[src/rtl/core/assert_macros.svh]
// assertion macros shared by the sorted set engine modules
`ifndef ASSERT_MACROS_SVH
`define ASSERT_MACROS_SVH

`ifndef NO_ASSERTIONS
`define SSET_ASSERT(lbl, prop, msg) \
  lbl: assert property (@(posedge clk_i) disable iff (!rst_ni) prop) else $error(msg);
`define SSET_ASSERT_NEVER(lbl, expr, msg) \
  lbl: assert property (@(posedge clk_i) disable iff (!rst_ni) !(expr)) else $error(msg);
`else
`define SSET_ASSERT(lbl, prop, msg)
`define SSET_ASSERT_NEVER(lbl, expr, msg)
`endif

`endif

[src/rtl/core/sset_pkg.sv]
// types and constants of the sorted set engine
package sset_pkg;

  localparam int CAPACITY_DEF     = 64;
  localparam int VALUE_BITS_DEF   = 32;
  localparam int FIELD_VALUE_BITS = 32;
  localparam int INDEX_BITS       = 6;
  localparam int COUNT_BITS       = 7;

  typedef enum logic [1:0] {
    MODE_INSERT = 2'd0,
    MODE_READ   = 2'd1,
    MODE_REMOVE = 2'd2
  } mode_e;

  typedef enum logic [1:0] {
    OP_INSERT = 2'd0,
    OP_READ   = 2'd1,
    OP_REMOVE = 2'd2,
    OP_NOP    = 2'd3
  } op_e;

  typedef enum logic [1:0] {
    ST_OK     = 2'd0,
    ST_DUP    = 2'd1,
    ST_FULL   = 2'd2,
    ST_BADIDX = 2'd3
  } status_e;

  typedef struct packed {
    logic [1:0]                         mode;
    logic signed [FIELD_VALUE_BITS-1:0] value;
    logic [INDEX_BITS-1:0]              index;
  } cmd_t;

  typedef struct packed {
    logic signed [FIELD_VALUE_BITS-1:0] read_value;
    logic [COUNT_BITS-1:0]              entry_count;
    status_e                            status;
  } rsp_t;

  typedef struct packed {
    op_e                                op;
    logic signed [FIELD_VALUE_BITS-1:0] value;
    logic [INDEX_BITS-1:0]              index;
  } job_t;

  typedef struct packed {
    logic empty;
    logic full;
  } q_status_t;

endpackage

[src/rtl/core/sset_front.sv]
// command intake: accepts transactions and classifies the operation
module sset_front (
  input  logic               start,
  output logic               busy,
  input  sset_pkg::cmd_t     cmd_i,
  input  sset_pkg::q_status_t q_status_i,
  output logic               push_o,
  output sset_pkg::job_t     job_o
);

  assign busy   = q_status_i.full;
  assign push_o = start && !q_status_i.full;

  always_comb begin
    job_o.value = cmd_i.value;
    job_o.index = cmd_i.index;
    case (cmd_i.mode)
      sset_pkg::MODE_INSERT: job_o.op = sset_pkg::OP_INSERT;
      sset_pkg::MODE_READ:   job_o.op = sset_pkg::OP_READ;
      sset_pkg::MODE_REMOVE: job_o.op = sset_pkg::OP_REMOVE;
      default:               job_o.op = sset_pkg::OP_NOP;
    endcase
  end

endmodule

[src/rtl/core/sset_queue.sv]
// two-entry queue between command intake and the set sequencer
`include "assert_macros.svh"

module sset_queue (
  input  logic                clk_i,
  input  logic                rst_ni,
  input  logic                push_i,
  input  sset_pkg::job_t      job_i,
  input  logic                pop_i,
  output sset_pkg::job_t      job_o,
  output sset_pkg::q_status_t q_status_o
);

  sset_pkg::job_t slot_q [2];
  logic           wr_ptr_q, wr_ptr_d;
  logic           rd_ptr_q, rd_ptr_d;
  logic [1:0]     fill_q, fill_d;
  logic           do_pop;

  assign do_pop           = pop_i && (fill_q != 2'd0);
  assign q_status_o.empty = (fill_q == 2'd0);
  assign q_status_o.full  = (fill_q == 2'd2);
  assign job_o            = slot_q[rd_ptr_q];

  always_comb begin
    wr_ptr_d = push_i ? !wr_ptr_q : wr_ptr_q;
    rd_ptr_d = do_pop ? !rd_ptr_q : rd_ptr_q;
    fill_d   = fill_q + 2'(push_i) - 2'(do_pop);
  end

  always_ff @(posedge clk_i or negedge rst_ni) begin
    if (!rst_ni) begin
      wr_ptr_q <= 1'b0;
      rd_ptr_q <= 1'b0;
      fill_q   <= 2'd0;
    end else begin
      wr_ptr_q <= wr_ptr_d;
      rd_ptr_q <= rd_ptr_d;
      fill_q   <= fill_d;
    end
  end

  always_ff @(posedge clk_i) begin
    if (push_i) begin
      slot_q[wr_ptr_q] <= job_i;
    end
  end

  `SSET_ASSERT_NEVER(a_no_overflow, push_i && (fill_q == 2'd2), "push into full queue")

endmodule

[src/rtl/core/sset_back.sv]
// set sequencer: sorted entry memory with search, shift and read steps
`include "assert_macros.svh"

module sset_back #(
  parameter int CAPACITY   = sset_pkg::CAPACITY_DEF,
  parameter int VALUE_BITS = sset_pkg::VALUE_BITS_DEF
) (
  input  logic                clk_i,
  input  logic                rst_ni,
  input  sset_pkg::job_t      job_i,
  input  sset_pkg::q_status_t q_status_i,
  output logic                pop_o,
  output logic                done_o,
  output sset_pkg::rsp_t      rsp_o
);

  localparam int IW       = (CAPACITY > 1) ? $clog2(CAPACITY) : 1;
  localparam int CW       = $clog2(CAPACITY + 1);
  localparam int CMPW     = (CW > sset_pkg::INDEX_BITS) ? CW : sset_pkg::INDEX_BITS;
  localparam int EXT_BITS = (VALUE_BITS < sset_pkg::FIELD_VALUE_BITS) ?
                            VALUE_BITS : sset_pkg::FIELD_VALUE_BITS;

  localparam logic [2:0] S_IDLE = 3'd0;
  localparam logic [2:0] S_SCAN = 3'd1;
  localparam logic [2:0] S_INS  = 3'd2;
  localparam logic [2:0] S_LAST = 3'd3;
  localparam logic [2:0] S_RD   = 3'd4;
  localparam logic [2:0] S_RM   = 3'd5;

  localparam logic [CW-1:0] CAP_C = CW'(CAPACITY);
  localparam logic [CW-1:0] ONE_C = CW'(1);
  localparam logic [CW-1:0] TWO_C = CW'(2);

  logic [VALUE_BITS-1:0] mem [CAPACITY];
  logic signed [VALUE_BITS-1:0] rdata_q;

  logic [2:0]                   state_q, state_d;
  logic [CW-1:0]                count_q, count_d;
  logic [CW-1:0]                ptr_q, ptr_d;
  logic [CW-1:0]                pos_q, pos_d;
  logic signed [VALUE_BITS-1:0] val_q, val_d;
  logic                         done_q, done_d;
  sset_pkg::rsp_t               rsp_q, rsp_d;

  logic                         we;
  logic [CW-1:0]                waddr, raddr, pos_c, ix_c;
  logic [VALUE_BITS-1:0]        wdata;
  logic signed [VALUE_BITS-1:0] val_in;
  logic [CMPW-1:0]              ix_ext, cnt_ext;
  logic                         respond;
  sset_pkg::status_e            resp_st;
  logic signed [sset_pkg::FIELD_VALUE_BITS-1:0] resp_rd;

  assign val_in  = VALUE_BITS'(signed'(job_i.value[EXT_BITS-1:0]));
  assign ix_ext  = CMPW'(job_i.index);
  assign cnt_ext = CMPW'(count_q);
  assign ix_c    = CW'(ix_ext);

  always_comb begin
    state_d = state_q;
    count_d = count_q;
    ptr_d   = ptr_q;
    pos_d   = pos_q;
    val_d   = val_q;
    pop_o   = 1'b0;
    we      = 1'b0;
    waddr   = '0;
    wdata   = val_q;
    raddr   = '0;
    pos_c   = count_q;
    respond = 1'b0;
    resp_st = sset_pkg::ST_OK;
    resp_rd = '0;
    case (state_q)
      S_IDLE: begin
        if (!q_status_i.empty) begin
          pop_o = 1'b1;
          val_d = val_in;
          case (job_i.op)
            sset_pkg::OP_INSERT: begin
              if (count_q == '0) begin
                we      = 1'b1;
                wdata   = val_in;
                count_d = ONE_C;
                respond = 1'b1;
              end else begin
                ptr_d   = '0;
                state_d = S_SCAN;
              end
            end
            sset_pkg::OP_READ: begin
              if (ix_ext >= cnt_ext) begin
                respond = 1'b1;
                resp_st = sset_pkg::ST_BADIDX;
              end else begin
                raddr   = ix_c;
                state_d = S_RD;
              end
            end
            sset_pkg::OP_REMOVE: begin
              if (ix_ext >= cnt_ext) begin
                respond = 1'b1;
                resp_st = sset_pkg::ST_BADIDX;
              end else if (ix_c + ONE_C == count_q) begin
                count_d = count_q - ONE_C;
                respond = 1'b1;
              end else begin
                ptr_d   = ix_c;
                raddr   = ix_c + ONE_C;
                state_d = S_RM;
              end
            end
            default: begin
              respond = 1'b1;
            end
          endcase
        end
      end
      S_SCAN: begin
        if (rdata_q == val_q) begin
          respond = 1'b1;
          resp_st = sset_pkg::ST_DUP;
          state_d = S_IDLE;
        end else if ((rdata_q > val_q) || (ptr_q == count_q - ONE_C)) begin
          pos_c = (rdata_q > val_q) ? ptr_q : count_q;
          if (count_q == CAP_C) begin
            respond = 1'b1;
            resp_st = sset_pkg::ST_FULL;
            state_d = S_IDLE;
          end else if (pos_c == count_q) begin
            we      = 1'b1;
            waddr   = count_q;
            count_d = count_q + ONE_C;
            respond = 1'b1;
            state_d = S_IDLE;
          end else begin
            ptr_d   = count_q;
            pos_d   = pos_c;
            raddr   = count_q - ONE_C;
            state_d = S_INS;
          end
        end else begin
          ptr_d = ptr_q + ONE_C;
          raddr = ptr_q + ONE_C;
        end
      end
      S_INS: begin
        we    = 1'b1;
        waddr = ptr_q;
        wdata = rdata_q;
        if (ptr_q - ONE_C == pos_q) begin
          state_d = S_LAST;
        end else begin
          ptr_d = ptr_q - ONE_C;
          raddr = ptr_q - TWO_C;
        end
      end
      S_LAST: begin
        we      = 1'b1;
        waddr   = pos_q;
        count_d = count_q + ONE_C;
        respond = 1'b1;
        state_d = S_IDLE;
      end
      S_RD: begin
        respond = 1'b1;
        resp_rd = sset_pkg::FIELD_VALUE_BITS'(rdata_q);
        state_d = S_IDLE;
      end
      S_RM: begin
        we    = 1'b1;
        waddr = ptr_q;
        wdata = rdata_q;
        if (ptr_q + TWO_C == count_q) begin
          count_d = count_q - ONE_C;
          respond = 1'b1;
          state_d = S_IDLE;
        end else begin
          ptr_d = ptr_q + ONE_C;
          raddr = ptr_q + TWO_C;
        end
      end
      default: begin
        state_d = S_IDLE;
      end
    endcase
    done_d = respond;
    rsp_d  = rsp_q;
    if (respond) begin
      rsp_d.read_value  = resp_rd;
      rsp_d.entry_count = sset_pkg::COUNT_BITS'(count_d);
      rsp_d.status      = resp_st;
    end
  end

  always_ff @(posedge clk_i) begin
    if (we) begin
      mem[waddr[IW-1:0]] <= wdata;
    end
    rdata_q <= mem[raddr[IW-1:0]];
  end

  always_ff @(posedge clk_i or negedge rst_ni) begin
    if (!rst_ni) begin
      state_q <= S_IDLE;
      count_q <= '0;
      done_q  <= 1'b0;
    end else begin
      state_q <= state_d;
      count_q <= count_d;
      done_q  <= done_d;
    end
  end

  always_ff @(posedge clk_i) begin
    ptr_q <= ptr_d;
    pos_q <= pos_d;
    val_q <= val_d;
    rsp_q <= rsp_d;
  end

  assign done_o = done_q;
  assign rsp_o  = rsp_q;

  `SSET_ASSERT(a_count_bound, count_q <= CAP_C, "entry count above capacity")
  `SSET_ASSERT(a_pop_idle, pop_o |-> (state_q == S_IDLE), "queue popped while busy")
  `SSET_ASSERT(a_write_range, we |-> (waddr < CAP_C), "memory write out of range")
  `SSET_ASSERT(a_dup_keeps, (done_q && (rsp_q.status == sset_pkg::ST_DUP)) |-> (count_q == $past(count_q)), "duplicate changed count")
  `SSET_ASSERT(a_full_count, (done_q && (rsp_q.status == sset_pkg::ST_FULL)) |-> (count_q == CAP_C), "full status with spare room")

endmodule

[src/rtl/core/sorted_unique_set_engine_core.sv]
// top level of the sorted unique set engine
// A transaction is taken when start is high and busy is low; a two-entry queue
// lets commands be taken while the sequencer works. Each transaction gives one
// result, shown for a single cycle with done_o high, which must be captured then.
// Work per command runs on one entry memory with a write port and a registered
// read port: a read looks up the entry and then answers, a bad index or unused
// mode is answered at once, an insert compares entries up to and including the
// first equal or larger one (or all of them), then, when entries move, moves
// each larger entry up by one and places the value, and a remove moves each
// entry above the removed one down by one. A transaction waits in the queue
// until the sequencer is idle; its result is registered from the last work step.
// The entry memory needs no clearing pass after reset.
module sorted_unique_set_engine_core #(
  parameter int CAPACITY   = sset_pkg::CAPACITY_DEF,
  parameter int VALUE_BITS = sset_pkg::VALUE_BITS_DEF
) (
  input  logic           clk_i,
  input  logic           rst_ni,
  input  logic           start,
  output logic           busy,
  input  sset_pkg::cmd_t cmd_i,
  output logic           done_o,
  output sset_pkg::rsp_t rsp_o
);

  sset_pkg::q_status_t q_status;
  sset_pkg::job_t      in_job, head_job;
  logic                push, pop;

  sset_front u_front (
    .start      (start),
    .busy       (busy),
    .cmd_i      (cmd_i),
    .q_status_i (q_status),
    .push_o     (push),
    .job_o      (in_job)
  );

  sset_queue u_queue (
    .clk_i      (clk_i),
    .rst_ni     (rst_ni),
    .push_i     (push),
    .job_i      (in_job),
    .pop_i      (pop),
    .job_o      (head_job),
    .q_status_o (q_status)
  );

  sset_back #(
    .CAPACITY   (CAPACITY),
    .VALUE_BITS (VALUE_BITS)
  ) u_back (
    .clk_i      (clk_i),
    .rst_ni     (rst_ni),
    .job_i      (head_job),
    .q_status_i (q_status),
    .pop_o      (pop),
    .done_o     (done_o),
    .rsp_o      (rsp_o)
  );

endmodule
[config.mk]
export PLATFORM = sky130hd
export DESIGN_NAME = sorted_unique_set_engine_core
export DESIGN_NICKNAME = d
export VERILOG_FILES = /design/src/rtl/core/sset_pkg.sv /design/src/rtl/core/sset_front.sv /design/src/rtl/core/sset_queue.sv /design/src/rtl/core/sset_back.sv /design/src/rtl/core/sorted_unique_set_engine_core.sv
export VERILOG_INCLUDE_DIRS = /design/src /design/src/rtl/core
export SDC_FILE = /design/constraint.sdc
export NUM_CORES = 2
export LEC_CHECK = 0
export ABC_AREA = 1
export CORE_ASPECT_RATIO = 0.5
export CORE_UTILIZATION = 40
export DETAILED_ROUTE_END_ITERATION = 10
export DONT_BUFFER_PORTS = 1
export PLACE_DENSITY = 0.65
export SETUP_SLACK_MARGIN = 0.15
export SLEW_MARGIN = 20
export SYNTH_ARGS = -nofsm -noshare
export SYNTH_HDL_FRONTEND = slang
export SYNTH_SLANG_ARGS = --single-unit
[constraint.sdc]
create_clock -name clk_i -period 9.5 [get_ports clk_i]
set_input_delay 0.475 -clock clk_i [delete_from_list [all_inputs] [get_ports clk_i]]
set_output_delay 0.475 -clock clk_i [all_outputs]
set_load 0.05 [all_outputs]
==> run summary <==
Arrival time of data at the critical path endpoint: 7.92 ns
Hold Path Class: primary input to register
Placeable core region: 0.249 mm²
Final total negative setup slack: 0 ns
Maximum frequency from static timing analysis: 140 MHz
Detailed-route vias per instance: 5.56
First DRT Iteration DRCs: 9979
Layout cell share with drive strength beyond 1: 6.65%
DRC errors left: 0
GRT overflow: 0
H-tree depth: 4
Flop and latch count out of synthesis: 2262
Tmin final: 7.15 ns
HPWL after detailed placement: 168000 µm
Die area: 0.254 mm²
Number of hold-slack violations in the final timing report: 0
Count of nets after finishing: 9384
Number of buffers added on ports: 0
Worst clock skew on the final layout: 0.0314 ns
Via count of the first global-routing pass: 66300
Final period util: 75.2%
Post-synth ARST share: 0.663%
Total vias in the final route: 71200
Cell Rows: 129
Combined global-route utilization of all metal layers: 23.3%
Crit Path Max Fanout: 71
Clock latency of the later-clocked register in the worst-skew pair: 0.86 ns
Layout overhead on the synthesized area: 11.1%
Clk sink count: 2262
Net Count, Synth: 9572
First drt pass iteration count: 7
Status: finished, final reports clean
CTS Root Cell: clkbuf_16
Die extent in x: 711 µm
Required time reported for the critical path endpoint: 10.28 ns
Cell area after synthesis: 0.101 mm²
I/O pin total: 86
Largest cells by area after synthesis: edfxtp_1 66%, nand2_1 10%, nand3_1 9.3%
Clock slew seen by the registers of the worst setup and hold paths: 0.07 ns
Count of pins over their slew limit: 0
Mean area per synthesized cell: 10.6 µm²
Fraction of synthesized cell area taken by the top area cell type: 66.1%
Max_cap viols: 0
Transition at the pin with the smallest max-transition slack: 1.17 ns
First-pass GRT wire length: 447000 µm
Number of synthesis warnings: 0
Average detailed-routed wire length per instance: 23.7 µm
Routed wire length: 304000 µm
Unrepaired setup endpoints after global routing: no
Clock Tree Buf Depth: 3
Weighted congestion reported at the end of routability-driven placement: 0.893
Most common flop cell mapped by yosys: edfxtp_1
Sequential element share of the synthesized area: 67.1%
Instance count of the mapped netlist: 9475
Die height: 357 µm
CTS tree: yes
Number of flops mapped to enable cells by yosys: 2215
Category of the critical setup timing path: register to register
Starting Density: 40.5%
Cell taking the most area after synthesis: edfxtp_1
Worst slew slack as a fraction of its limit: 22.1%
Endpoint kind of the worst setup timing path: register
Synth cell types: 53
Clock buffer count from CTS: 210
Initial antenna violation count: 6
Antenna Nets Post-Route: 0
Largest net degree at the start of global routing: 188
Setup violations, final: 0
Element type at the critical path start: register
synth_stat cells (2+ instances only):
master     instances
o21ai_1          206
a21oi_2            2
a21o_1             3
a22oi_1            8
a211oi_1           3
buf_6              9
nand2_2            8
dfrtp_1           15
nand3_1         1874
a32oi_1            2
buf_2            395
nand2_1         2781
o211ai_1           7
dfxtp_1           32
nor2_1           184
buf_4             51
xor2_1            29
o22ai_1            4
edfxtp_1        2215
a221oi_1           8
clkbuf_1         143
o21ai_0          127
buf_1             35
nor3_1            11
o32ai_1            2
o2111ai_1          2
inv_2             11
inv_1            779
ha_1              54
o221ai_1          42
mux2i_1           16
a21oi_1           70
nand3b_1         265
nand4_1           46
inv_4              3
nor2_2             3
clkinv_1           4
xnor2_1           11
timing repair:
action / in CTS / in global routing
hold buffers: 41 / 0
endpoints found under the hold margin: 95 / 0
setup buffers: 0 / 0
gates resized for setup: 0 / 0
cell type report:
type | count | area [µm²]
tap | 3340 | 4180
inverter | 797 | 3020
clock inverter | 97 | 827
timing repair buffer | 233 | 2180
sequential | 2262 | 67500
antenna | 3 | 7.51
clock buffer | 295 | 5890
multi-input combinational | 5783 | 28100
fill | 22600 | 137000
critical path, stage by stage, from the launching register on:
cell,delay (ns)
edfxtp_1,0.32
inv_1,0.08
ha_1,0.31
nand2_1,0.08
nor2_1,0.13
nand4_1,0.29
inv_1,0.21
nand2_1,0.09
nor3_1,0.49
inv_1,0.26
nand2_2,0.29
nand2_1,0.38
nand2_1,0.23
nand3_4,0.52
nand2_4,0.98
buf_4,0.73
nand2_1,0.12
nand2_1,0.09
inv_1,0.05
nand2_1,0.06
nand3_1,0.06
nand3_1,0.14
nand3_1,0.57
nand2_1,0.28
nand2_1,0.11
nand2_1,0.12
layer usage:
metal,track usage (%),vias to the layer above,share of wire (%)
met4,6.35,2,2.6
met5,0,-,0.0043
li1,-,32200,-
met2,35.2,3972,44
met1,33.4,34500,42
met3,6.07,530,12
through the flow:
step | instances | cell area (µm²) | hold slack, ns | util [%] | setup WS [ns]
2_1_floorplan | 9475 | 101000 | 0.179 | - | 4.70
3_3_place_gp | 12400 | 105000 | 0.180 | 42.0 | 2.51
4_1_cts | 12800 | 112000 | 0.149 | 44.9 | 2.50
3_5_place_dp | 12400 | 105000 | 0.180 | 42.0 | 2.59
5_1_grt | 12800 | 112000 | 0.214 | 44.9 | 2.10
6_report | 12800 | 112000 | 0.199 | 44.9 | 2.35
cells by family (layout without fill, tap and decap cells):
family,after synthesis,count (layout),synth area share (%)
multiplexers,16,16,0.159
AND/OR/NAND/NOR,5180,5180,22.9
XOR/XNOR,41,41,0.364
other,0,3,0
flip-flops,2262,2262,67.1
adder cells (fa/ha/maj),54,54,0.672
buffers and inverters,1430,1422,6.09
AO/OA/AOI/OAI,492,492,2.74
flip-flops by register name (all words and copies together), names as in the netlist, 2 cells and up:
register,count
u_back.ptr_q,7
u_back.pos_q,7
u_back.cnt_ext,7
u_back.rsp_o,41
u_back.rdata_q,32
u_queue.slot_q,80
u_back.val_q,32
u_back.state_q,3
u_back.mem,2048
u_queue.fill_q,2
final timing paths:
check,startpoint,cells past startpoint,slack [ns],endpoint
max,u_back.val_q[7],25,2.35,u_back.rdata_q[31]
min,start,3,0.20,u_queue.wr_ptr_q
max reg2reg,u_back.val_q[7],25,2.35,u_back.rdata_q[31]
min reg2reg,u_queue.slot_q[0][24],2,0.55,u_back.val_q[18]
max in group asynchronous,rst_ni,1,8.61,u_queue.rd_ptr_q
min in group asynchronous,rst_ni,1,0.23,u_back.done_o
layout by cell type (no fill, tap or decap), types with 70 or more instances in the layout:
cell / n
a21oi_1: 70
buf_4: 166
clkbuf_16: 216
edfxtp_1: 2215
inv_1: 777
nand2_1: 2775
nand3_1: 1873
nand3b_1: 265
nor2_1: 117
o21ai_0: 127
o21ai_1: 206
Power is not shown: default switching activity piles up to over one toggle a cycle in this logic, so the estimate is an artifact.
